<file path="config.mk">
export PLATFORM = sky130hd
export DESIGN_NAME = dual_wheel_pi_speed_sync
export DESIGN_NICKNAME = d
export VERILOG_FILES = /design/src/dwps_pkg.sv /design/src/dwps_cfg.sv /design/src/dwps_wheel.sv /design/src/dual_wheel_pi_speed_sync.sv
export SDC_FILE = /design/constraint.sdc
export NUM_CORES = 2
export LEC_CHECK = 0
export ABC_AREA = 0
export BUFFER_PORTS_ARGS = -buffer_cell sky130_fd_sc_hd__buf_2
export CAP_MARGIN = 25
export CELL_PAD_IN_SITES_DETAIL_PLACEMENT = 0
export CELL_PAD_IN_SITES_GLOBAL_PLACEMENT = 1
export CORE_ASPECT_RATIO = 0.8
export CORE_MARGIN = 2
export CORE_UTILIZATION = 56
export CTS_CLUSTER_SIZE = 40
export DETAILED_ROUTE_END_ITERATION = 8
export PLACE_DENSITY = 0.92
export SLEW_MARGIN = 20
export SYNTH_ARGS = -nofsm -noshare
export SYNTH_HDL_FRONTEND = slang
export SYNTH_HIERARCHICAL = 1
export SYNTH_SLANG_ARGS = --single-unit
</file>
<file path="constraint.sdc">
create_clock -name clk_i -period 33.1 [get_ports clk_i]
set_clock_uncertainty 0.15 [all_clocks]
set_input_delay 3.31 -clock clk_i [delete_from_list [all_inputs] [get_ports clk_i]]
set_output_delay 3.31 -clock clk_i [all_outputs]
set_load 0.02 [all_outputs]
</file>
<file path="src/dwps_pkg.sv">
`timescale 1ns / 1ps
// ----------------------------------------------------------------------------
// dwps_pkg
// Shared widths, register codes and the configuration record for the
// two-wheel PI speed controller.
// ----------------------------------------------------------------------------
package dwps_pkg;

  // Speed field width (signed); the error, sync, sum and stream widths below derive from it.
  localparam int SPEED_BITS = 16;

  // Fixed register and result widths
  localparam int GAIN_W     = 10;
  localparam int LIMIT_W    = 15;
  localparam int DUTY_W     = 16;
  localparam int CFG_IDX_W  = 3;
  localparam int CFG_DATA_W = 16;

  // Integrator is clamped to +-limit, so one sign bit over the limit suffices
  localparam int INT_W       = LIMIT_W + 1;
  localparam int ERR_W       = SPEED_BITS + 1;
  localparam int ACC_W       = ((INT_W > ERR_W) ? INT_W : ERR_W) + 1;
  localparam int SYNC_DIFF_W = SPEED_BITS + 2;
  localparam int P_PROD_W    = GAIN_W + 1 + ERR_W;
  localparam int I_PROD_W    = GAIN_W + 1 + INT_W;
  localparam int CORR_W      = ((P_PROD_W > I_PROD_W) ? P_PROD_W : I_PROD_W) + 1;
  localparam int SYNC_W      = GAIN_W + 1 + SYNC_DIFF_W;
  localparam int SUM_PRE_W   = (CORR_W > SYNC_W) ? CORR_W : SYNC_W;
  localparam int SUM_W       = ((SUM_PRE_W > DUTY_W + 1) ? SUM_PRE_W : DUTY_W + 1) + 2;

  // Stream payload widths
  localparam int IN_DATA_W  = ((4 * SPEED_BITS + 7) / 8) * 8;
  localparam int OUT_DATA_W = ((2 * DUTY_W + 7) / 8) * 8;

  // Reset values
  localparam logic [GAIN_W-1:0]  PROP_GAIN_RST   = GAIN_W'(1);
  localparam logic [GAIN_W-1:0]  INTEG_GAIN_RST  = GAIN_W'(1);
  localparam logic [GAIN_W-1:0]  SYNC_GAIN_RST   = GAIN_W'(1);
  localparam logic [LIMIT_W-1:0] INTEG_LIMIT_RST = LIMIT_W'(500);
  localparam logic [DUTY_W-1:0]  BASE_DUTY_RST   = DUTY_W'(500);
  localparam logic [DUTY_W-1:0]  DUTY_MAX_RST    = DUTY_W'(1000);

  typedef enum logic [CFG_IDX_W-1:0] {
    CFG_PROP_GAIN   = 3'd0,
    CFG_INTEG_GAIN  = 3'd1,
    CFG_SYNC_GAIN   = 3'd2,
    CFG_INTEG_LIMIT = 3'd3,
    CFG_BASE_DUTY   = 3'd4,
    CFG_DUTY_MAX    = 3'd5
  } cfg_idx_e;

  typedef struct packed {
    logic [GAIN_W-1:0]  prop_gain;
    logic [GAIN_W-1:0]  integ_gain;
    logic [GAIN_W-1:0]  sync_gain;
    logic [LIMIT_W-1:0] integ_limit;
    logic [DUTY_W-1:0]  base_duty;
    logic [DUTY_W-1:0]  duty_max;
  } cfg_t;

endpackage

</file>
<file path="src/dwps_cfg.sv">
`timescale 1ns / 1ps
// ----------------------------------------------------------------------------
// dwps_cfg
// Control register file; write-only, data masked to each register's width.
// ----------------------------------------------------------------------------
module dwps_cfg (
  input  logic                           clk_i,
  input  logic                           rst_ni,
  input  logic                           cfg_we_i,
  input  logic [dwps_pkg::CFG_IDX_W-1:0] cfg_idx_i,
  input  logic [dwps_pkg::CFG_DATA_W-1:0] cfg_wdata_i,
  output dwps_pkg::cfg_t                 cfg_o
);
  import dwps_pkg::*;

  cfg_t cfg_q, cfg_d;

  always_comb begin
    cfg_d = cfg_q;
    if (cfg_we_i) begin
      unique case (cfg_idx_i)
        CFG_PROP_GAIN:   cfg_d.prop_gain   = cfg_wdata_i[GAIN_W-1:0];
        CFG_INTEG_GAIN:  cfg_d.integ_gain  = cfg_wdata_i[GAIN_W-1:0];
        CFG_SYNC_GAIN:   cfg_d.sync_gain   = cfg_wdata_i[GAIN_W-1:0];
        CFG_INTEG_LIMIT: cfg_d.integ_limit = cfg_wdata_i[LIMIT_W-1:0];
        CFG_BASE_DUTY:   cfg_d.base_duty   = cfg_wdata_i[DUTY_W-1:0];
        CFG_DUTY_MAX:    cfg_d.duty_max    = cfg_wdata_i[DUTY_W-1:0];
        default:         cfg_d = cfg_q;  // unknown index: ignored
      endcase
    end
  end

  always_ff @(posedge clk_i or negedge rst_ni) begin
    if (!rst_ni) begin
      cfg_q.prop_gain   <= PROP_GAIN_RST;
      cfg_q.integ_gain  <= INTEG_GAIN_RST;
      cfg_q.sync_gain   <= SYNC_GAIN_RST;
      cfg_q.integ_limit <= INTEG_LIMIT_RST;
      cfg_q.base_duty   <= BASE_DUTY_RST;
      cfg_q.duty_max    <= DUTY_MAX_RST;
    end else begin
      cfg_q <= cfg_d;
    end
  end

  assign cfg_o = cfg_q;

endmodule

</file>
<file path="src/dwps_wheel.sv">
`timescale 1ns / 1ps
// ----------------------------------------------------------------------------
// dwps_wheel
// One wheel's PI term: integrator register with symmetric clamp, plus
// proportional and integral products.
// ----------------------------------------------------------------------------
module dwps_wheel (
  input  logic                                  clk_i,
  input  logic                                  rst_ni,
  input  logic                                  update_i,
  input  logic                                  clear_i,
  input  logic signed [dwps_pkg::SPEED_BITS-1:0] target_i,
  input  logic signed [dwps_pkg::SPEED_BITS-1:0] measured_i,
  input  dwps_pkg::cfg_t                        cfg_i,
  output logic signed [dwps_pkg::CORR_W-1:0]    corr_o
);
  import dwps_pkg::*;

  logic signed [INT_W-1:0]    integ_q, integ_d, integ_clamped;
  logic signed [ERR_W-1:0]    err;
  logic signed [ACC_W-1:0]    acc, lim, neg_lim;
  logic signed [P_PROD_W-1:0] p_prod;
  logic signed [I_PROD_W-1:0] i_prod;

  assign err     = ERR_W'(target_i) - ERR_W'(measured_i);
  assign acc     = ACC_W'(integ_q) + ACC_W'(err);
  assign lim     = ACC_W'($signed({1'b0, cfg_i.integ_limit}));
  assign neg_lim = -lim;

  // |clamped| <= limit, so it always fits the integrator width
  always_comb begin
    if (acc > lim) begin
      integ_clamped = lim[INT_W-1:0];
    end else if (acc < neg_lim) begin
      integ_clamped = neg_lim[INT_W-1:0];
    end else begin
      integ_clamped = acc[INT_W-1:0];
    end
  end

  always_comb begin
    integ_d = integ_q;
    if (clear_i) begin
      integ_d = '0;
    end else if (update_i) begin
      integ_d = integ_clamped;
    end
  end

  always_ff @(posedge clk_i or negedge rst_ni) begin
    if (!rst_ni) begin
      integ_q <= '0;
    end else begin
      integ_q <= integ_d;
    end
  end

  assign p_prod = P_PROD_W'($signed({1'b0, cfg_i.prop_gain})) * P_PROD_W'(err);
  assign i_prod = I_PROD_W'($signed({1'b0, cfg_i.integ_gain})) * I_PROD_W'(integ_clamped);
  assign corr_o = CORR_W'(p_prod) + CORR_W'(i_prod);

`ifndef SYNTHESIS
  a_clear_zeroes: assert property (@(posedge clk_i) disable iff (!rst_ni)
    clear_i |=> integ_q == '0)
    else $error("integrator not cleared after stop");

  a_hold_idle: assert property (@(posedge clk_i) disable iff (!rst_ni)
    (!clear_i && !update_i) |=> $stable(integ_q))
    else $error("integrator moved without an update");
`endif

endmodule

</file>
<file path="src/dual_wheel_pi_speed_sync.sv">
`timescale 1ns / 1ps
// ----------------------------------------------------------------------------
// dual_wheel_pi_speed_sync
// Cross-coupled PI speed control for a left and a right wheel.
//
//   Channel  Dir  Handshake                  Payload
//   s_axis   in   s_axis_tvalid/tready       tdata: left_target, right_target,
//                                              left_measured, right_measured
//   m_axis   out  m_axis_tvalid/tready       tdata: left_drive, right_drive
//                                            tuser: stopped
//   cfg      in   cfg_we (no wait)           cfg_idx, cfg_wdata
//
// One request per cycle unless the output stalls; each request passes the
// input register, then the result register. The per-step work is one pass of
// error, integrator add/clamp, gain multiply and duty clamp; only the
// integrator add/clamp closes a loop from one request to the next.
// Reset clears both integrators, loads register defaults and empties both
// pipeline registers. A stalled output holds its result; the input register
// still takes a request while the output slot can drain or is empty.
// ----------------------------------------------------------------------------
module dual_wheel_pi_speed_sync (
  input  logic                              clk_i,
  input  logic                              rst_ni,
  // request stream
  input  logic                              s_axis_tvalid_i,
  output logic                              s_axis_tready_o,
  // [SB-1:0] left_target, [2SB-1:SB] right_target,
  // [3SB-1:2SB] left_measured, [4SB-1:3SB] right_measured (SB = SPEED_BITS)
  input  logic [dwps_pkg::IN_DATA_W-1:0]    s_axis_tdata_i,
  // result stream
  output logic                              m_axis_tvalid_o,
  input  logic                              m_axis_tready_i,
  // [15:0] left_drive, [31:16] right_drive
  output logic [dwps_pkg::OUT_DATA_W-1:0]   m_axis_tdata_o,
  // [0] stopped
  output logic                              m_axis_tuser_o,
  // register writes
  input  logic                              cfg_we_i,
  input  logic [dwps_pkg::CFG_IDX_W-1:0]    cfg_idx_i,
  input  logic [dwps_pkg::CFG_DATA_W-1:0]   cfg_wdata_i
);
  import dwps_pkg::*;

  cfg_t cfg;

  // Input register
  logic                          in_valid_q, in_valid_d;
  logic signed [SPEED_BITS-1:0]  lt_q, rt_q, lm_q, rm_q;

  // Result register
  logic                          out_valid_q, out_valid_d;
  logic [DUTY_W-1:0]             left_drive_q, left_drive_d;
  logic [DUTY_W-1:0]             right_drive_q, right_drive_d;
  logic                          stopped_q, stopped_d;

  logic                          advance, fire, take, stop;
  logic signed [CORR_W-1:0]      lcorr, rcorr;
  logic signed [SYNC_DIFF_W-1:0] sync_diff;
  logic signed [SYNC_W-1:0]      sync_term;
  logic signed [SUM_W-1:0]       left_sum, right_sum, duty_max_ext;

  dwps_cfg u_cfg (
    .clk_i       (clk_i),
    .rst_ni      (rst_ni),
    .cfg_we_i    (cfg_we_i),
    .cfg_idx_i   (cfg_idx_i),
    .cfg_wdata_i (cfg_wdata_i),
    .cfg_o       (cfg)
  );

  // --- handshake ------------------------------------------------------------
  assign advance         = !out_valid_q || m_axis_tready_i;   // result slot free
  assign fire            = in_valid_q && advance;             // step executes
  assign s_axis_tready_o = !in_valid_q || advance;
  assign take            = s_axis_tvalid_i && s_axis_tready_o;

  always_comb begin
    in_valid_d = in_valid_q;
    if (take) begin
      in_valid_d = 1'b1;
    end else if (advance) begin
      in_valid_d = 1'b0;
    end
  end

  always_comb begin
    out_valid_d = out_valid_q;
    if (fire) begin
      out_valid_d = 1'b1;
    end else if (m_axis_tready_i) begin
      out_valid_d = 1'b0;
    end
  end

  always_ff @(posedge clk_i or negedge rst_ni) begin
    if (!rst_ni) begin
      in_valid_q  <= 1'b0;
      out_valid_q <= 1'b0;
    end else begin
      in_valid_q  <= in_valid_d;
      out_valid_q <= out_valid_d;
    end
  end

  always_ff @(posedge clk_i) begin
    if (take) begin
      lt_q <= s_axis_tdata_i[SPEED_BITS-1:0];
      rt_q <= s_axis_tdata_i[2*SPEED_BITS-1:SPEED_BITS];
      lm_q <= s_axis_tdata_i[3*SPEED_BITS-1:2*SPEED_BITS];
      rm_q <= s_axis_tdata_i[4*SPEED_BITS-1:3*SPEED_BITS];
    end
  end

  // --- step -----------------------------------------------------------------
  // Both targets zero: stop request, integrators clear.
  assign stop = (lt_q == '0) && (rt_q == '0);

  dwps_wheel u_left (
    .clk_i      (clk_i),
    .rst_ni     (rst_ni),
    .update_i   (fire && !stop),
    .clear_i    (fire && stop),
    .target_i   (lt_q),
    .measured_i (lm_q),
    .cfg_i      (cfg),
    .corr_o     (lcorr)
  );

  dwps_wheel u_right (
    .clk_i      (clk_i),
    .rst_ni     (rst_ni),
    .update_i   (fire && !stop),
    .clear_i    (fire && stop),
    .target_i   (rt_q),
    .measured_i (rm_q),
    .cfg_i      (cfg),
    .corr_o     (rcorr)
  );

  // Sync term: mismatch between measured and target left-right difference
  assign sync_diff = (SYNC_DIFF_W'(lm_q) - SYNC_DIFF_W'(rm_q))
                   - (SYNC_DIFF_W'(lt_q) - SYNC_DIFF_W'(rt_q));
  assign sync_term = SYNC_W'($signed({1'b0, cfg.sync_gain})) * SYNC_W'(sync_diff);

  assign left_sum  = SUM_W'($signed({1'b0, cfg.base_duty})) + SUM_W'(lcorr)
                   - SUM_W'(sync_term);
  assign right_sum = SUM_W'($signed({1'b0, cfg.base_duty})) + SUM_W'(rcorr)
                   + SUM_W'(sync_term);
  assign duty_max_ext = SUM_W'($signed({1'b0, cfg.duty_max}));

  // Duty clamp to 0..duty_max; a stop step forces both drives to zero
  always_comb begin
    if (stop) begin
      left_drive_d  = '0;
      right_drive_d = '0;
      stopped_d     = 1'b1;
    end else begin
      stopped_d = 1'b0;
      if (left_sum[SUM_W-1]) begin
        left_drive_d = '0;
      end else if (left_sum > duty_max_ext) begin
        left_drive_d = cfg.duty_max;
      end else begin
        left_drive_d = left_sum[DUTY_W-1:0];
      end
      if (right_sum[SUM_W-1]) begin
        right_drive_d = '0;
      end else if (right_sum > duty_max_ext) begin
        right_drive_d = cfg.duty_max;
      end else begin
        right_drive_d = right_sum[DUTY_W-1:0];
      end
    end
  end

  always_ff @(posedge clk_i) begin
    if (fire) begin
      left_drive_q  <= left_drive_d;
      right_drive_q <= right_drive_d;
      stopped_q     <= stopped_d;
    end
  end

  assign m_axis_tvalid_o = out_valid_q;
  assign m_axis_tdata_o  = OUT_DATA_W'({right_drive_q, left_drive_q});
  assign m_axis_tuser_o  = stopped_q;

`ifndef SYNTHESIS
  a_stop_zero: assert property (@(posedge clk_i) disable iff (!rst_ni)
    (m_axis_tvalid_o && m_axis_tuser_o) |-> (m_axis_tdata_o == '0))
    else $error("stop result carries a non-zero drive");

  a_ready_when_free: assert property (@(posedge clk_i) disable iff (!rst_ni)
    !out_valid_q |-> s_axis_tready_o)
    else $error("input stalled with an empty result slot");

  a_fire_fills: assert property (@(posedge clk_i) disable iff (!rst_ni)
    fire |=> out_valid_q)
    else $error("executed step produced no result");
`endif

endmodule

</file>
==> flow_summary.yaml <==
run_status:
  status: "complete, no violations"
cts:
  cts_setup_buffers: 0
  cts_hold_buf: 0
  cts_tree: "yes"
  h-tree-depth: 1
  cts.path.max_buffers: 3
  clock-sinks: 208
  clk_pin_slew_worst_paths_ns: 0.07
  clkLatencyLatePin_ns: 0.63
  clockRootBuffer: "clkbuf_16"
  numCtsBuffers: 27
  ctsResizeCount: 0
synthesis:
  synth_nets: 7384
  yosysUniqueCellTypes: 127
  yosys_warnings: 6
  seq_area_frac_synth: 0.106
  synth_xor_area_frac: 0.0323
  synthCells: 5832
  synth_enable_flop_cells: 97
  synth_top_family_by_area: "adder cells"
  synth_compound_area_frac: 0.126
  syn-mean-instance-area_sq_um: 9.25
  synth_fa_ha_area_frac: 0.467
  synth.area.mux_share: 0.0277
  yosys.area.top_type: "fa_1"
  ys_ff_latch: 208
  ys_top_cells_by_area: "fa_1 (34%), ha_1 (13%), inv_1 (8.2%)"
  synth_top_area_share: 0.339
  synthFlopType: "edfxtp_1"
  synth-simple-area-share: 0.142
  synthesis.area_sq_um: 53900
  synthArstFlopShare: 0.534
finish:
  syn_to_final_growth_pct: 5.33
  final_cell_area_sq_um: 56800
  fillCellCount: 8280
  layout_common_cells: "inv_1 (1178), fa_1 (912), nand2_1 (556)"
  fin_nets: 7411
  fin_cells: 7168
  ff_latch_area_sq_um: 5720
  drive_gt1_frac: 0.0798
  multi_input_area_sq_um: 42900
  layout_commonest_cell: "inv_1"
critical_path:
  cp-start-kind: "register"
  critPathArrivalTime_ns: 19.35
  cp_slowest_cell: "buf_4"
  worstPathMaxFanout: 101
  crit_type: "reg -> reg"
  max_stage_delay_ns: 0.77
  cp_common_cell: "fa_1"
  crit_path_end_kind: "register"
  critical_path_required_ns: 33.33
timing:
  final.setup.tns_ns: 0
  report.final.slew_viol_count: 0
  fmaxAchievable_ghz: 0.0523
  rsz0062_at_grt: "no"
  fin_crit_ns: 19.12
  finalSetupViolCount: 0
  hold_violations: 0
  period_share: 0.578
  maxSlewHeadroom: 0.260
  hold_ws_ns: 0.350
  worstMarginPinSlew_ns: 1.10
route:
  avgRoutedWirePerCell_microns: 21.8
  drt_iter0_markers: 4133
  vias: 42900
  drc: 0
  dr.pass1.iters: 6
  ant_nets: 0
  routed_wl_microns: 156000
  vias_per_cell: 5.99
placement:
  numPortBuffers: 122
  place_congestion: 0.973
  dp_cells: 7111
  dpl-instance-area_sq_um: 55800
  place.detailed.hpwl_microns: 129000
floorplan:
  core.rowCount: 101
  pin_count: 123
  coreArea_sq_um: 95200
  initial_core_util: 0.567
  fp.dieH_microns: 282
  dieArea_sq_um: 98800
  fp.dieW_microns: 351
global_route:
  antenna_found_initial: 8
  grt_pass1_wl_microns: 248000
  gr-total-overflow: 0
  grt_max_degree: 102
  grt_pass1_vias: 44000
  grt_use_total: 0.323
min_path:
  min_path_type: "reg -> reg"
flow_run:
  drv_cap: 0
[synthesized netlist by cell type (52+ instances only)]
cell type	n
nor2b_1	73
mux2_2	76
dfrtp_1	90
a211oi_1	57
nand2_1	556
ha_1	552
o21ai_0	144
xor2_1	57
a21oi_1	200
nand3_1	111
clkbuf_1	157
inv_1	1178
and2_1	201
and3_1	52
edfxtp_1	97
xnor2_1	138
fa_1	912
nor2_1	208
a21o_1	87
nand4_1	64
o2111ai_1	61
[state kept, by name (all words and copies together), names as in the netlist]
name             flops
m_axis_tvalid_o      1
u_cfg/cfg_o         77
in_valid_q           1
u_right/integ_q     16
u_left/integ_q      16
lm_q                16
rt_q                16
right_drive_q       16
rm_q                16
lt_q                16
left_drive_q        16
m_axis_tuser_o       1
[metal layers]
layer	wire, microns	track usage	up-vias
li1	-	-	19200
met2	70600	0.508	1815
met4	5480	0.103	2
met1	67400	0.466	21700
met3	12700	0.0437	246
met5	13	0	-
[kinds of logic after synthesis]
family,count (synthesis)
XOR/XNOR,197
multiplexers,133
flip-flops,208
buffers and inverters,1388
AND/OR/NAND/NOR,1514
AO/OA/AOI/OAI,928
adder cells (fa/ha/maj),1464
[stage by stage]
step	utilization	setup WS, ns
3_3_place_gp	0.586	14.47
4_1_cts	0.596	14.40
3_5_place_dp	0.587	14.48
5_1_grt	0.597	13.16
6_report	0.597	13.98
2_1_floorplan	-	18.47
[final timing paths]
path | start | cells after the start | slack (ns) | endpoint
worst min register to register | in_valid_q | 1 | 0.35 | m_axis_tvalid_o
worst max-delay path | rt_q[0] | 64 | 13.98 | right_drive_q[9]
worst max register to register | rt_q[0] | 64 | 13.98 | right_drive_q[9]
min in group asynchronous | rst_ni | 1 | 2.65 | u_cfg/cfg_o[76]
max in group asynchronous | rst_ni | 2 | 28.72 | u_right/integ_q[11]
worst min-delay path | in_valid_q | 1 | 0.35 | m_axis_tvalid_o
[critical path, delay by kind of cell, from the launching register on]
family	cells	cell delay [ns]
flip-flops	1	0.50
buffers and inverters	7	1.30
adder cells (fa/ha/maj)	15	6.03
XOR/XNOR	4	1.31
AND/OR/NAND/NOR	14	3.69
AO/OA/AOI/OAI	24	5.77
[cell type report]
cell class / count / share of cell area
Antenna cell: 1 / 0.0000441
Clock buffer: 30 / 0.0125
Clock inverter: 20 / 0.00355
Inverter: 1181 / 0.0781
Multi-Input combinational cell: 4236 / 0.755
Sequential cell: 208 / 0.101
Tap cell: 1287 / 0.0284
Timing Repair Buffer: 205 / 0.0219
Power is left out: the tool's default activity adds up to more than one toggle a clock period on the data nets, which glitch-free logic cannot reach.
